<file path="src/rtl/core/mpool_pkg.sv">
package mpool_pkg;

  localparam int CfgIdxBits = 3;
  localparam int CfgDataBits = 12;

  typedef enum logic [CfgIdxBits-1:0] {
    REG_IN_HEIGHT = 3'd0,
    REG_IN_WIDTH  = 3'd1,
    REG_IN_CHANS  = 3'd2,
    REG_WIN_H     = 3'd3,
    REG_WIN_W     = 3'd4,
    REG_STEP_R    = 3'd5,
    REG_STEP_C    = 3'd6
  } cfg_reg_t;

  typedef enum logic [1:0] {
    BK_IDLE,
    BK_READ,
    BK_DRAIN,
    BK_OUT
  } bk_state_t;

endpackage

</file>
<file path="src/rtl/core/mpool_back.sv">
// Walks the window of one job through the line store read port, one read
// per cycle, keeps a running max and holds the result in an output register.
module mpool_back #(
  parameter int MaxWidth = 256,
  parameter int MaxChannels = 64,
  parameter int MaxWindow = 4,
  parameter int SampleBits = 16,
  parameter int AddrBits = 16,
  parameter int JobBits = 40
) (
  input  logic                         clk,
  input  logic                         rst_n,
  input  logic                         job_valid,
  input  logic [JobBits-1:0]           job_data,
  output logic                         job_pop,
  output logic                         reading,
  input  logic [4:0]                   wh_eff,
  input  logic [4:0]                   ww_eff,
  output logic [AddrBits-1:0]          rd_addr,
  input  logic [SampleBits-1:0]        rd_data,
  output logic                         out_valid,
  input  logic                         out_stall,
  output logic signed [SampleBits-1:0] out_max_value,
  output logic [11:0]                  out_row,
  output logic [7:0]                   out_col,
  output logic [5:0]                   out_chan,
  output logic                         out_frame_last
);
  import mpool_pkg::*;

  localparam int SlotBits = (MaxWindow > 1) ? $clog2(MaxWindow) : 1;
  localparam int ColBits = (MaxWidth > 1) ? $clog2(MaxWidth) : 1;
  localparam int ChBits = (MaxChannels > 1) ? $clog2(MaxChannels) : 1;

  bk_state_t st_r, st_nxt;
  logic [4:0] kr_r, kr_nxt, kc_r, kc_nxt;
  logic rd_v_r;
  logic signed [SampleBits-1:0] best_r;
  logic [JobBits-1:0] job_r;
  logic [SlotBits-1:0] cslot, rslot;
  logic [ColBits-1:0] ccol, rcol;
  logic [ChBits-1:0] jch;
  logic [11:0] jrow;
  logic [ColBits-1:0] jocol;
  logic jlast, issue, walk_done;
  logic signed [SampleBits-1:0] rd_s;
  logic [5:0] sub_s;
  logic [13:0] sub_c;

  assign {jlast, jrow, jocol, jch, cslot, ccol} = job_r[SlotBits+ColBits+ChBits+ColBits+12:0];
  assign rd_s = rd_data;

  // slot and column of the current tap relative to the bottom-right corner
  assign sub_s = 6'(cslot) + 6'(MaxWindow) - 6'(wh_eff) + 6'd1 + 6'(kr_r);
  assign rslot = SlotBits'((32'(sub_s) >= MaxWindow) ? 32'(sub_s) - MaxWindow : 32'(sub_s));
  assign sub_c = 14'(ccol) + 14'(kc_r) + 14'd1 - 14'(ww_eff);
  assign rcol = sub_c[ColBits-1:0];
  assign rd_addr = AddrBits'({rslot, rcol, jch});

  assign issue = st_r == BK_READ;
  assign reading = issue;
  assign walk_done = (kc_r + 5'd1 >= ww_eff) && (kr_r + 5'd1 >= wh_eff);

  always_comb begin
    st_nxt = st_r;
    case (st_r)
      BK_IDLE:  if (job_valid) st_nxt = BK_READ;
      BK_READ:  if (walk_done) st_nxt = BK_DRAIN;
      BK_DRAIN: st_nxt = BK_OUT;
      BK_OUT:   if (!out_stall) st_nxt = job_valid ? BK_READ : BK_IDLE;
      default:  st_nxt = BK_IDLE;
    endcase
  end

  always_comb begin
    job_pop = 1'b0;
    kr_nxt = kr_r;
    kc_nxt = kc_r;
    case (st_r)
      BK_IDLE: begin
        job_pop = job_valid;
        kr_nxt = '0;
        kc_nxt = '0;
      end
      BK_READ: begin
        if (kc_r + 5'd1 >= ww_eff) begin
          kc_nxt = '0;
          kr_nxt = kr_r + 5'd1;
        end else begin
          kc_nxt = kc_r + 5'd1;
        end
      end
      BK_OUT: begin
        job_pop = !out_stall && job_valid;
        kr_nxt = '0;
        kc_nxt = '0;
      end
      default: ;
    endcase
  end

  assign out_valid = st_r == BK_OUT;
  assign out_max_value = best_r;
  assign out_row = jrow;
  assign out_col = 8'(jocol);
  assign out_chan = 6'(jch);
  assign out_frame_last = jlast;

  always_ff @(posedge clk) begin
    if (job_pop) begin
      job_r <= job_data;
      best_r <= {1'b1, {(SampleBits-1){1'b0}}};
    end else if (rd_v_r && rd_s > best_r) begin
      best_r <= rd_s;
    end
  end

  always_ff @(posedge clk) begin
    if (!rst_n) begin
      st_r <= BK_IDLE;
      kr_r <= '0;
      kc_r <= '0;
      rd_v_r <= 1'b0;
    end else begin
      st_r <= st_nxt;
      kr_r <= kr_nxt;
      kc_r <= kc_nxt;
      rd_v_r <= issue;
    end
  end

endmodule

</file>
<file path="config.mk">
export PLATFORM = sky130hd
export DESIGN_NAME = mpool_back
export DESIGN_NICKNAME = d
export VERILOG_FILES = /design/src/rtl/core/mpool_pkg.sv /design/src/rtl/core/mpool_back.sv
export SDC_FILE = /design/constraint.sdc
export NUM_CORES = 1
export LEC_CHECK = 0
export ABC_CLOCK_PERIOD_IN_PS = 2600
export BUFFER_PORTS_ARGS = -buffer_cell sky130_fd_sc_hd__buf_4
export CORE_MARGIN = 2
export CORE_UTILIZATION = 47
export CTS_CLUSTER_SIZE = 20
export DETAILED_ROUTE_END_ITERATION = 10
export PLACE_DENSITY_LB_ADDON = 0.08
export SLEW_MARGIN = 20
export SYNTH_ARGS = -nofsm -noshare
export SYNTH_HDL_FRONTEND = slang
export SYNTH_SLANG_ARGS = --single-unit
</file>
<file path="constraint.sdc">
create_clock -name clk -period 2.6 [get_ports clk]
set_input_delay 0.52 -clock clk [delete_from_list [all_inputs] [get_ports clk]]
set_output_delay 0.52 -clock clk [all_outputs]
set_load 0.01 [all_outputs]
</file>
# After elaboration in Yosys (flattened, before gate mapping)
# Cells that the tools add are included.
# Widths: inputs -> output; s select.
[classes] n_addsub=10 magnitude_cmp=4 n_eq_ne=7 mux=11 n_reduce_logical=9
[op_table] operator="$pmux 5 s2" count=2
[op_table] operator="$gt 16x16->1" count=1
[op_table] operator="$add 5x1->5 const B" count=2
[op_table] operator="$ge 5x5->1" count=2
[op_table] operator="$mux 5" count=2
[op_table] operator="$add 8x1->8 const B" count=1
[op_table] operator="$add 8x5->8" count=1
[op_table] operator="$mux 2" count=4
[op_table] operator="$pmux 2 s4" count=1
[op_table] operator="$sub 8x5->8" count=1
[op_table] operator="$add 6x1->6 const B" count=1
[op_table] operator="$add 6x5->6" count=1
[op_table] operator="$ge 6x3->1 const B" count=1
[op_table] operator="$sub 4x5->6" count=1
[op_table] operator="$add 2x3->4 const B" count=1
[op_table] operator="$eq 2x2->1 const B" count=2
[op_table] operator="$ne 2x1->1 const B" count=2
[op_table] operator="$ne 2x2->1 const B" count=2
[op_table] operator="$logic_and 1x1->1" count=3
[op_table] operator="$reduce_and 3->1" count=1
[op_table] operator="$eq 2x1->1 const B" count=1
[op_table] operator="$logic_not 2->1" count=1
[op_table] operator="$pmux 1 s2" count=1
[op_table] operator="$reduce_and 2->1" count=1
[op_table] operator="other kinds (5)" count=5
[word_totals] regBits=66 out_inout_bits=62

# Longest topological paths before layout
# Gate-level depths: netlist of run 1.
[logic_depth] word_depth=6 ltp_mapped=10

# Worst setup path before layout of run 1
# OpenSTA, ideal clock, no wires.
[synth_path] kind="input -> output" start="input ww_eff[2]" end="output rd_addr[12]" arrival_ns=2.199 slack_ns=-0.119 cell_stages=8 n_path_buf=0 path_cell_list="fa_1 -> inv_1 -> ha_1 -> a21o_1 -> a21oi_1 -> o21bai_1 -> a21oi_1 -> xnor2_1"
[synth_between] elab_chain_cells=1
[synth_lines] element="from (decl)" line="mpool_back.sv:18" text="input logic [4:0] ww_eff,"
[synth_lines] element="$sub 8x5->8" line="mpool_back.sv:56" text="assign sub_c = 14'(ccol) + 14'(kc_r) + 14'd1 - 14'(ww_eff);"
[synth_lines] element="to (decl)" line="mpool_back.sv:19" text="output logic [AddrBits-1:0] rd_addr,"
# Every way passes these cells.

# Final worst setup path of run 1
[layout_path] start="register job_r[0]" end="output rd_addr[11]"
[layout_between] elab_chain_cells=3
[layout_lines] element="from (decl)" line="mpool_back.sv:39" text="logic [JobBits-1:0] job_r;"
[layout_lines] element="from (signal assigned)" line="mpool_back.sv:111" text="job_r <= job_data;"
[layout_lines] element="$add 8x5->8" line="mpool_back.sv:56"
[layout_lines] element="$add 8x1->8" line="mpool_back.sv:56"
[layout_lines] element="$sub 8x5->8" line="mpool_back.sv:56"
# Every way passes these cells.

==> impl_metrics.yaml, run 1 <==
status:
  status: "complete, but fails checks"
  violations: "setup timing"
timing:
  min_period_over_period: 1.124
  worst_hold_slack_ns: 0.3436
  max_slew_margin: 0.5870
  rsz0062_at_grt: "yes"
  final.setup_skew_ns: 0.01571
  tns_ns: -1.087
  drv_slew: 0
  setup_ws_ns: -0.3231
  hold_viol: 0
  finalSetupViolations: 5
  worst_pin_slew_ns: 0.6195
  fin_crit_ns: 2.923
  fmax_ghz: 0.3421
synth:
  avgSynthCellArea_sq_um: 10.04
  yosys_register_bits: 66
  synthAdderAreaFrac: 0.1606
  yosysSeqAreaShare: 0.4050
  synthXorXnorAreaFrac: 0.03565
  synthDistinctLibCells: 58
  synth-edff-count: 37
  synth_top_area_frac: 0.2660
  syn_inst: 416
  synth_top_family_by_area: "adder cells"
  synth_mux_area_frac: 0
  synth_area_leaders: "edfxtp_1 27%, dfxtp_1 14%, ha_1 13%"
  async_reset_ff_frac: 0
  synth_top_cell_by_area: "edfxtp_1"
  yosys_warnings: 0
  syn_area_sq_mm: 0.004177
  synthSimpleGateAreaFrac: 0.1261
  synth-main-ff-cell: "edfxtp_1"
  syn_nets: 536
  synth-compound-area-share: 0.1456
drt:
  routed_wl_mm: 9.155
  dr.pass1.iters: 5
  vias: 3380
  drc: 0
  via_per_inst: 5.075
  ant_nets: 0
  first_iter_violations: 122
  wl_per_cell_um: 13.75
setup_path:
  required_ns: 2.08
  critPathArrivalTime_ns: 2.40
  max_stage_delay_ns: 0.54
  crit_slowest_cell: "fa_1"
  cp-end-kind: "output port"
  crit_buf_inv: 3
  cp_cell_sequence: "inv_2 -> fa_1 -> inv_2 -> ha_4 -> o21a_1 -> o21a_1 -> o21ai_1 -> nand2b_1 -> a21oi_2 -> xnor2_1 -> buf_4"
  timing_worst_setup_path_type: "reg2out"
  startpoint_type: "register"
  cp_top_family: "adder cells"
  crit_fanout: 2
power_and_ir_drop:
  power_mw: 5.384
  leakage_nw: 2.541
  pwr-share-seq: 0.297
  power.switching_mw: 2.056
  switching_share: 0.3818
  pwr-share-clk: 0.166
  combPwrFrac: 0.537
  peakVddDrop_uv: 474.8
  p_int_mw: 3.328
  p_per_area_mw_per_mm2: 965.7
floorplanning:
  fp.coreArea_sq_mm: 0.008678
  die_w_um: 98.27
  die_area_sq_mm: 0.009656
  pin_count: 132
  die_y_um: 98.27
  rows: 34
  initial_core_util: 0.4813
grt:
  grt_use_total: 0.1892
  grt_max_degree: 37
  grt_pass1_wl_mm: 14.87
  grt_pass1_vias: 3285
  antenna_found_initial: 0
  grt_overflow: 0
placement:
  hpwl_mm: 6.872
  gp_congestion: 0.8090
  post_dp_cell_area_sq_mm: 0.005273
  portBuffers: 128
clock_network:
  clk_transition_reported_paths_ns: 0.08
  clk_latency_ns: 0.35
  hold_buffers: 0
  cts_tree: "built"
  cts.path.max_buffers: 2
  cts_root_buf: "clkbuf_8"
  cts.sink_count: 66
  h-tree-depth: 3
  cts_made_buffers: 9
final_layout:
  fillers: 740
  fin_util: 0.6424
  drive_gt1_frac: 0.3996
  stdcell_area_sq_mm: 0.005575
  syn_to_final_growth_pct: 33.49
  num_antenna_cells: 0
  nNetsFinal: 673
worst_hold_path:
  hp-class: "in2reg"
flow_run:
  cap_violations: 0
[path summary, 6_finish.rpt]
kind,slack [ns],start,cells past startpoint,end
worst min-delay path,0.34,job_data[0],1,job_r[0]
worst max-delay path,-0.32,job_r[0],11,rd_addr[11]
worst max register to register,0.16,out_max_value[10],10,out_max_value[2]
worst min register to register,0.47,kr_r[4],2,kr_r[4]
[layer usage]
metal | GRT usage | routed length, um | up-vias
li1 | - | - | 1698
met1 | 0.2482 | 4210 | 1584
met2 | 0.3151 | 4384 | 87
met3 | 0.03364 | 409 | 11
met4 | 0.06849 | 149 | 0
met5 | 0 | 0 | -
[registers in the layout, summed over array words and instances, names as in the netlist]
signal,cells
out_max_value,16
rd_v_r,1
kc_r,5
job_r,37
kr_r,5
st_r,2
[what timing repair did]
item / CTS / global route
gates resized for setup: 8 / 16
pin swaps: 9 / 10
buffers inserted: 5 / 1
endpoints found under the setup margin: 20 / 17
[layout make-up]
| cell class | instances | area, sq um | share of cell area |
|---|---|---|---|
| multi-input cells | 249 | 2046 | 0.3669 |
| inverters | 58 | 217.7 | 0.03905 |
| flip-flops and latches | 66 | 1695 | 0.3041 |
| clock inverters | 7 | 76.32 | 0.01369 |
| repair buffers | 169 | 1281 | 0.2298 |
| clock buffers | 9 | 123.9 | 0.02222 |
| well taps | 108 | 135.1 | 0.02424 |
[cells in the final DEF (no fill, tap or decap), drive strengths merged, types with 2 or more instances in the layout]
| cell type | instances |
|---|---|
| xor2 | 5 |
| nand2 | 29 |
| xnor2 | 12 |
| nor3 | 3 |
| or4 | 2 |
| and2 | 2 |
| edfxtp | 37 |
| dfxtp | 29 |
| clkbuf | 9 |
| a21oi | 41 |
| o21ai | 9 |
| a21boi | 2 |
| nand2b | 3 |
| buf | 169 |
| nor2b | 2 |
| o21a | 5 |
| clkinvlp | 2 |
| inv | 60 |
| nand4 | 3 |
| a221o | 15 |
| and4 | 2 |
| or3b | 2 |
| nor2 | 8 |
| o21bai | 2 |
| ha | 44 |
| fa | 6 |
| a211oi | 2 |
| nand3 | 24 |
| clkinv | 2 |
| and3 | 3 |
| a21o | 3 |
| nand4b | 5 |
[cell usage after synthesis (all sizes together) (5+ instances only)]
| library cell | instances |
|---|---|
| nor2 | 8 |
| dfxtp | 29 |
| xnor2 | 12 |
| nand4b | 5 |
| nand2 | 29 |
| edfxtp | 37 |
| buf | 34 |
| inv | 58 |
| o21a | 5 |
| ha | 44 |
| fa | 6 |
| nand3 | 24 |
| a221o | 15 |
| o21ai | 9 |
| xor2 | 5 |
| a21oi | 41 |
| clkbuf | 9 |
[per-stage QoR]
stage / std cells / setup slack [ns]
2_1_floorplan: 416 / -0.01362
3_3_place_gp: 645 / -0.3052
3_5_place_dp: 645 / -0.3473
4_1_cts: 665 / -0.3773
5_1_grt: 666 / -0.4439
6_report: 666 / -0.3231
[logic make-up (layout without fill, tap and decap cells)]
logic type	Yosys count	count (layout)
and+or+nand+nor	95	95
xor gates and xnor gates	17	17
AOI/OAI and AO/OA	87	87
adders and majority gates	50	50
DFF	66	66
buffers and inverters	101	243
[power by group through the flow]
stage	clock (mW)	sequential (mW)	combinational, mW
floorplan	0	1.62	1.77
global placement	0	1.60	2.74
detailed placement	0	1.62	2.80
CTS	0.908	1.60	2.85
global route	0.958	1.63	3.19
finish	0.891	1.60	2.89
Note: power is estimated with default switching activity, not from simulation.
==> inputs of run 2 (changes only) <==
Settings changed: CORE_ASPECT_RATIO set to 1.1.
==> impl_metrics.yaml, run 2 (same netlist as run 1, synthesis figures left out) <==
drt:
  wl_per_cell_um: 13.53
  first_iter_violations: 85
  drt-met1-wl_mm: 3.796
  dr.pass1.iters: 4
  drc: 0
  routed_wl_mm: 8.981
  vias: 3347
  via_per_inst: 5.041
  met3_length_um: 447
  wl_met2_mm: 4.664
  routed.top_layer: "met4"
  ant_nets: 0
timing:
  rsz0062_at_grt: "yes"
  worst_hold_slack_ns: 0.3499
  final.setup_skew_ns: 0.01282
  setup_ws_ns: -0.3279
  hold_viol: 0
  worst_pin_slew_ns: 0.3880
  fmax_ghz: 0.3415
  fin_crit_ns: 2.928
  finalSetupViolations: 4
  max_slew_margin: 0.7411
  min_period_over_period: 1.126
  drv_slew: 0
placement:
  numPlacedInstances: 646
  gp_congestion: 0.8067
  hpwl_mm: 7.134
  portBuffers: 128
worst_hold_path:
  hp-class: "in2reg"
grt:
  grt_pass1_vias: 3188
  grt_max_degree: 37
  grt_overflow: 0
  antenna_found_initial: 0
  grt_pass1_wl_mm: 14.24
  grt_use_total: 0.1879
power_and_ir_drop:
  p_per_area_mw_per_mm2: 954.6
  pwr-share-clk: 0.145
  pwr-share-seq: 0.302
  leakage_nw: 2.493
  combPwrFrac: 0.553
  peakVddDrop_uv: 406.6
  switching_share: 0.3846
  power.switching_mw: 2.032
  p_int_mw: 3.251
setup_path:
  startpoint_type: "register"
  max_stage_delay_ns: 0.39
  cp_top_family: "compound AO/OA/AOI/OAI gates"
  timing_worst_setup_path_type: "reg2out"
  crit_buf_inv: 4
  cp-end-kind: "output port"
  crit_slowest_cell: "edfxtp_1"
  crit_fanout: 2
  required_ns: 2.08
  critPathArrivalTime_ns: 2.41
  cp_cell_sequence: "inv_2 -> fa_2 -> inv_2 -> buf_4 -> fa_2 -> a21o_1 -> a21oi_2 -> o21bai_1 -> a21oi_1 -> xnor2_1 -> buf_4"
final_layout:
  num_antenna_cells: 0
  nNetsFinal: 665
  fillers: 769
  drive_gt1_frac: 0.4000
  top_register: "job_r"
  largest_reg_flops: 37
  seq_area_sq_mm: 0.001697
  multi_input_area_sq_mm: 0.002067
  final_common_cell: "buf_4"
  syn_to_final_growth_pct: 32.50
  layout_common_cells: "157 x buf_4, 51 x inv_1, 37 x ha_1, 37 x edfxtp_1, 34 x a21oi_1"
  fin_cells: 664
floorplanning:
  fp.coreArea_sq_mm: 0.008738
  die_w_um: 93.88
  die_area_sq_mm: 0.009657
  initial_core_util: 0.4779
  rows: 36
  pin_count: 132
  die_y_um: 102.9
clock_network:
  h-tree-depth: 3
  cts_root_buf: "clkbuf_8"
  cts.path.max_buffers: 2
  cts_made_buffers: 9
  cts.sink_count: 66
  hold_buffers: 0
  cts_tree: "built"
  clk_latency_ns: 0.34
  clk_transition_reported_paths_ns: 0.08
status:
  status: "complete, but fails checks"
  violations: "setup timing"
flow_run:
  cap_violations: 0
## run 2: changes by cell type in the layout (fill, tap and decap cells not counted), moves of 2 or more
cell / before / now
ha_2: 2 / 4
buf_6: 0 / 3
buf_4: 168 / 157
ha_1: 40 / 37
## run 2: per-layer routing
layer | global-route usage | vias to the layer above
met2 | 0.3418 | 80
li1 | - | 1682
met3 | 0.04313 | 6
met5 | 0 | -
met1 | 0.2270 | 1579
met4 | 0.04348 | 0
## run 2: power by group through the flow
| stage | Clock, mW | Combinational, mW | Sequential [mW] |
|---|---|---|---|
| finish | 0.768 | 2.92 | 1.59 |
| floorplan | 0 | 1.77 | 1.62 |
| global route | 0.841 | 3.24 | 1.63 |
| detailed placement | 0 | 2.81 | 1.62 |
| CTS | 0.795 | 2.85 | 1.59 |
| global placement | 0 | 2.76 | 1.60 |
## run 2: what timing repair did
action | CTS | global route
endpoints found under the setup margin | 5 | 8
resized for setup | 8 | 23
buffers inserted | 3 | 1
pin swaps | 10 | 6
## run 2: cell type report
| class | count | area share |
|---|---|---|
| multi-input cells | 249 | 0.3735 |
| clock buffers | 9 | 0.02238 |
| repair buffers | 161 | 0.2227 |
| inverters | 58 | 0.03934 |
| well taps | 114 | 0.02577 |
| clock inverters | 7 | 0.009722 |
| flip-flops and latches | 66 | 0.3066 |
## run 2: final timing paths
check	start	to	slack (ns)	cells past startpoint
worst max register to register	kc_r[0]	st_r[0]	0.22	10
worst max-delay path	job_r[0]	rd_addr[12]	-0.33	11
worst min register to register	kr_r[4]	kr_r[4]	0.47	2
worst min-delay path	job_data[23]	job_r[23]	0.35	1
## run 2: stage by stage
stage	util	instance area, sq um	power, mW	TNS, ns	setup slack (ns)
2_1_floorplan	-	4200	3.390	-0.01362	-0.01362
3_3_place_gp	0.5999	5243	4.365	-0.8977	-0.2958
3_5_place_dp	0.5999	5243	4.421	-1.025	-0.3157
4_1_cts	0.6227	5441	5.238	-1.152	-0.3335
5_1_grt	0.6333	5534	5.712	-1.439	-0.4375
6_report	0.6333	5534	5.283	-0.9641	-0.3279
==> inputs of run 3 (changes only) <==
Settings changed: SKIP_LAST_GASP set to 1.
==> impl_metrics.yaml, run 3 (same netlist as run 1, synthesis figures left out) <==
status:
  status: "complete, but fails checks"
  violations: "setup timing"
final_layout:
  final_common_cell: "buf_4"
  seq_area_sq_mm: 0.001695
  layout_common_cells: "157 x buf_4, 51 x inv_1, 37 x ha_1, 37 x edfxtp_1, 34 x a21oi_1"
  num_antenna_cells: 0
  drive_gt1_frac: 0.3982
  syn_to_final_growth_pct: 32.47
  fin_util: 0.6332
  fillers: 769
  multi_input_area_sq_mm: 0.002067
  nNetsFinal: 665
  top_register: "job_r"
  largest_reg_flops: 37
drt:
  drc: 0
  ant_nets: 0
  first_iter_violations: 85
  wl_per_cell_um: 13.53
  routed_wl_mm: 8.981
  dr.pass1.iters: 4
  vias: 3347
  via_per_inst: 5.041
timing:
  worst_hold_slack_ns: 0.3499
  hold_viol: 0
  fin_crit_ns: 2.928
  min_period_over_period: 1.126
  worst_pin_slew_ns: 0.3880
  finalSetupViolations: 4
  final.setup_skew_ns: 0.01282
  tns_ns: -0.9685
  rsz0062_at_grt: "yes"
  max_slew_margin: 0.7411
  fmax_ghz: 0.3415
  drv_slew: 0
  setup_ws_ns: -0.3279
clock_network:
  cts.path.max_buffers: 2
  clk_latency_ns: 0.34
  h-tree-depth: 3
  hold_buffers: 0
  clk_transition_reported_paths_ns: 0.08
  cts.sink_count: 66
  cts_made_buffers: 9
  cts_root_buf: "clkbuf_8"
  cts_tree: "built"
floorplanning:
  die_w_um: 93.88
  rows: 36
  pin_count: 132
  initial_core_util: 0.4779
  fp.coreArea_sq_mm: 0.008738
  die_area_sq_mm: 0.009657
  die_y_um: 102.9
setup_path:
  critPathArrivalTime_ns: 2.41
  cp-end-kind: "output port"
  crit_slowest_cell: "edfxtp_1"
  startpoint_type: "register"
  max_stage_delay_ns: 0.39
  timing_worst_setup_path_type: "reg2out"
  cp_cell_sequence: "inv_2 -> fa_2 -> inv_2 -> buf_4 -> fa_2 -> a21o_1 -> a21oi_2 -> o21bai_1 -> a21oi_1 -> xnor2_1 -> buf_4"
  crit_fanout: 2
  required_ns: 2.08
power_and_ir_drop:
  peakVddDrop_uv: 406.6
  leakage_nw: 2.492
  power_mw: 5.283
  p_per_area_mw_per_mm2: 954.9
flow_run:
  cap_violations: 0
placement:
  portBuffers: 128
  hpwl_mm: 7.134
  gp_congestion: 0.8067
  preCtsSetupSlack_ns: -0.3157
grt:
  grt_use_total: 0.1879
  grt_overflow: 0
  grt_max_degree: 37
  antenna_found_initial: 0
  grt_pass1_wl_mm: 14.24
  grt_pass1_vias: 3188
worst_hold_path:
  hp-class: "in2reg"
-- run 3: cell types whose count changed in the layout (fill, tap and decap cells not counted) --
cell	change
dfxtp_1	+1
dfxtp_2	-1
-- run 3: path summary, 6_finish.rpt --
path                              startpoint  slack (ns)     endpoint  cells past startpoint
worst min register to register       kr_r[4]        0.47      kr_r[4]                      2
worst max register to register       kc_r[0]        0.22      st_r[0]                     10
worst max-delay path                job_r[0]       -0.33  rd_addr[12]                     11
worst min-delay path            job_data[23]        0.35    job_r[23]                      1
-- run 3: metal layers --
metal | share of wire | track usage | vias up
met2 | 0.52 | 0.3418 | 80
met4 | 0.0080 | 0.04348 | 0
met1 | 0.42 | 0.2270 | 1579
met5 | 0 | 0 | -
met3 | 0.050 | 0.04313 | 6
li1 | - | - | 1682
-- run 3: area by class of cell --
class / instances / share of cell area
clock inverter: 7 / 0.009724
multi-input combinational: 249 / 0.3736
timing repair buffer: 161 / 0.2227
inverter: 58 / 0.03935
sequential: 66 / 0.3064
clock buffer: 9 / 0.02239
tap: 114 / 0.02578
-- run 3: power by group --
group | internal [mW] | switching (mW) | leakage [nW] | total, mW
Clock | 0.352 | 0.416 | 0.0822 | 0.768
Combinational | 1.45 | 1.47 | 1.82 | 2.92
Sequential | 1.45 | 0.149 | 0.587 | 1.59
Total | 3.25 | 2.03 | 2.49 | 5.28
-- run 3: worst max-delay path: cells and delay by family (launching register included) --
family | cells | cell delay (ns)
XOR/XNOR | 1 | 0.14
flip-flops | 1 | 0.39
buffers and inverters | 4 | 0.39
AO/OA/AOI/OAI | 4 | 0.62
adder cells (fa/ha/maj) | 2 | 0.52
-- run 3: through the flow --
stage | area [sq um] | instances
2_1_floorplan | 4200 | 416
3_3_place_gp | 5243 | 646
3_5_place_dp | 5243 | 646
4_1_cts | 5441 | 663
5_1_grt | 5533 | 664
6_report | 5533 | 664
-- run 3: repair_timing --
action                     4_1_cts  5_1_grt
pin swaps                       10        6
resized for setup                8       22
setup buffers                    3        1
setup endpoints to repair        5        8
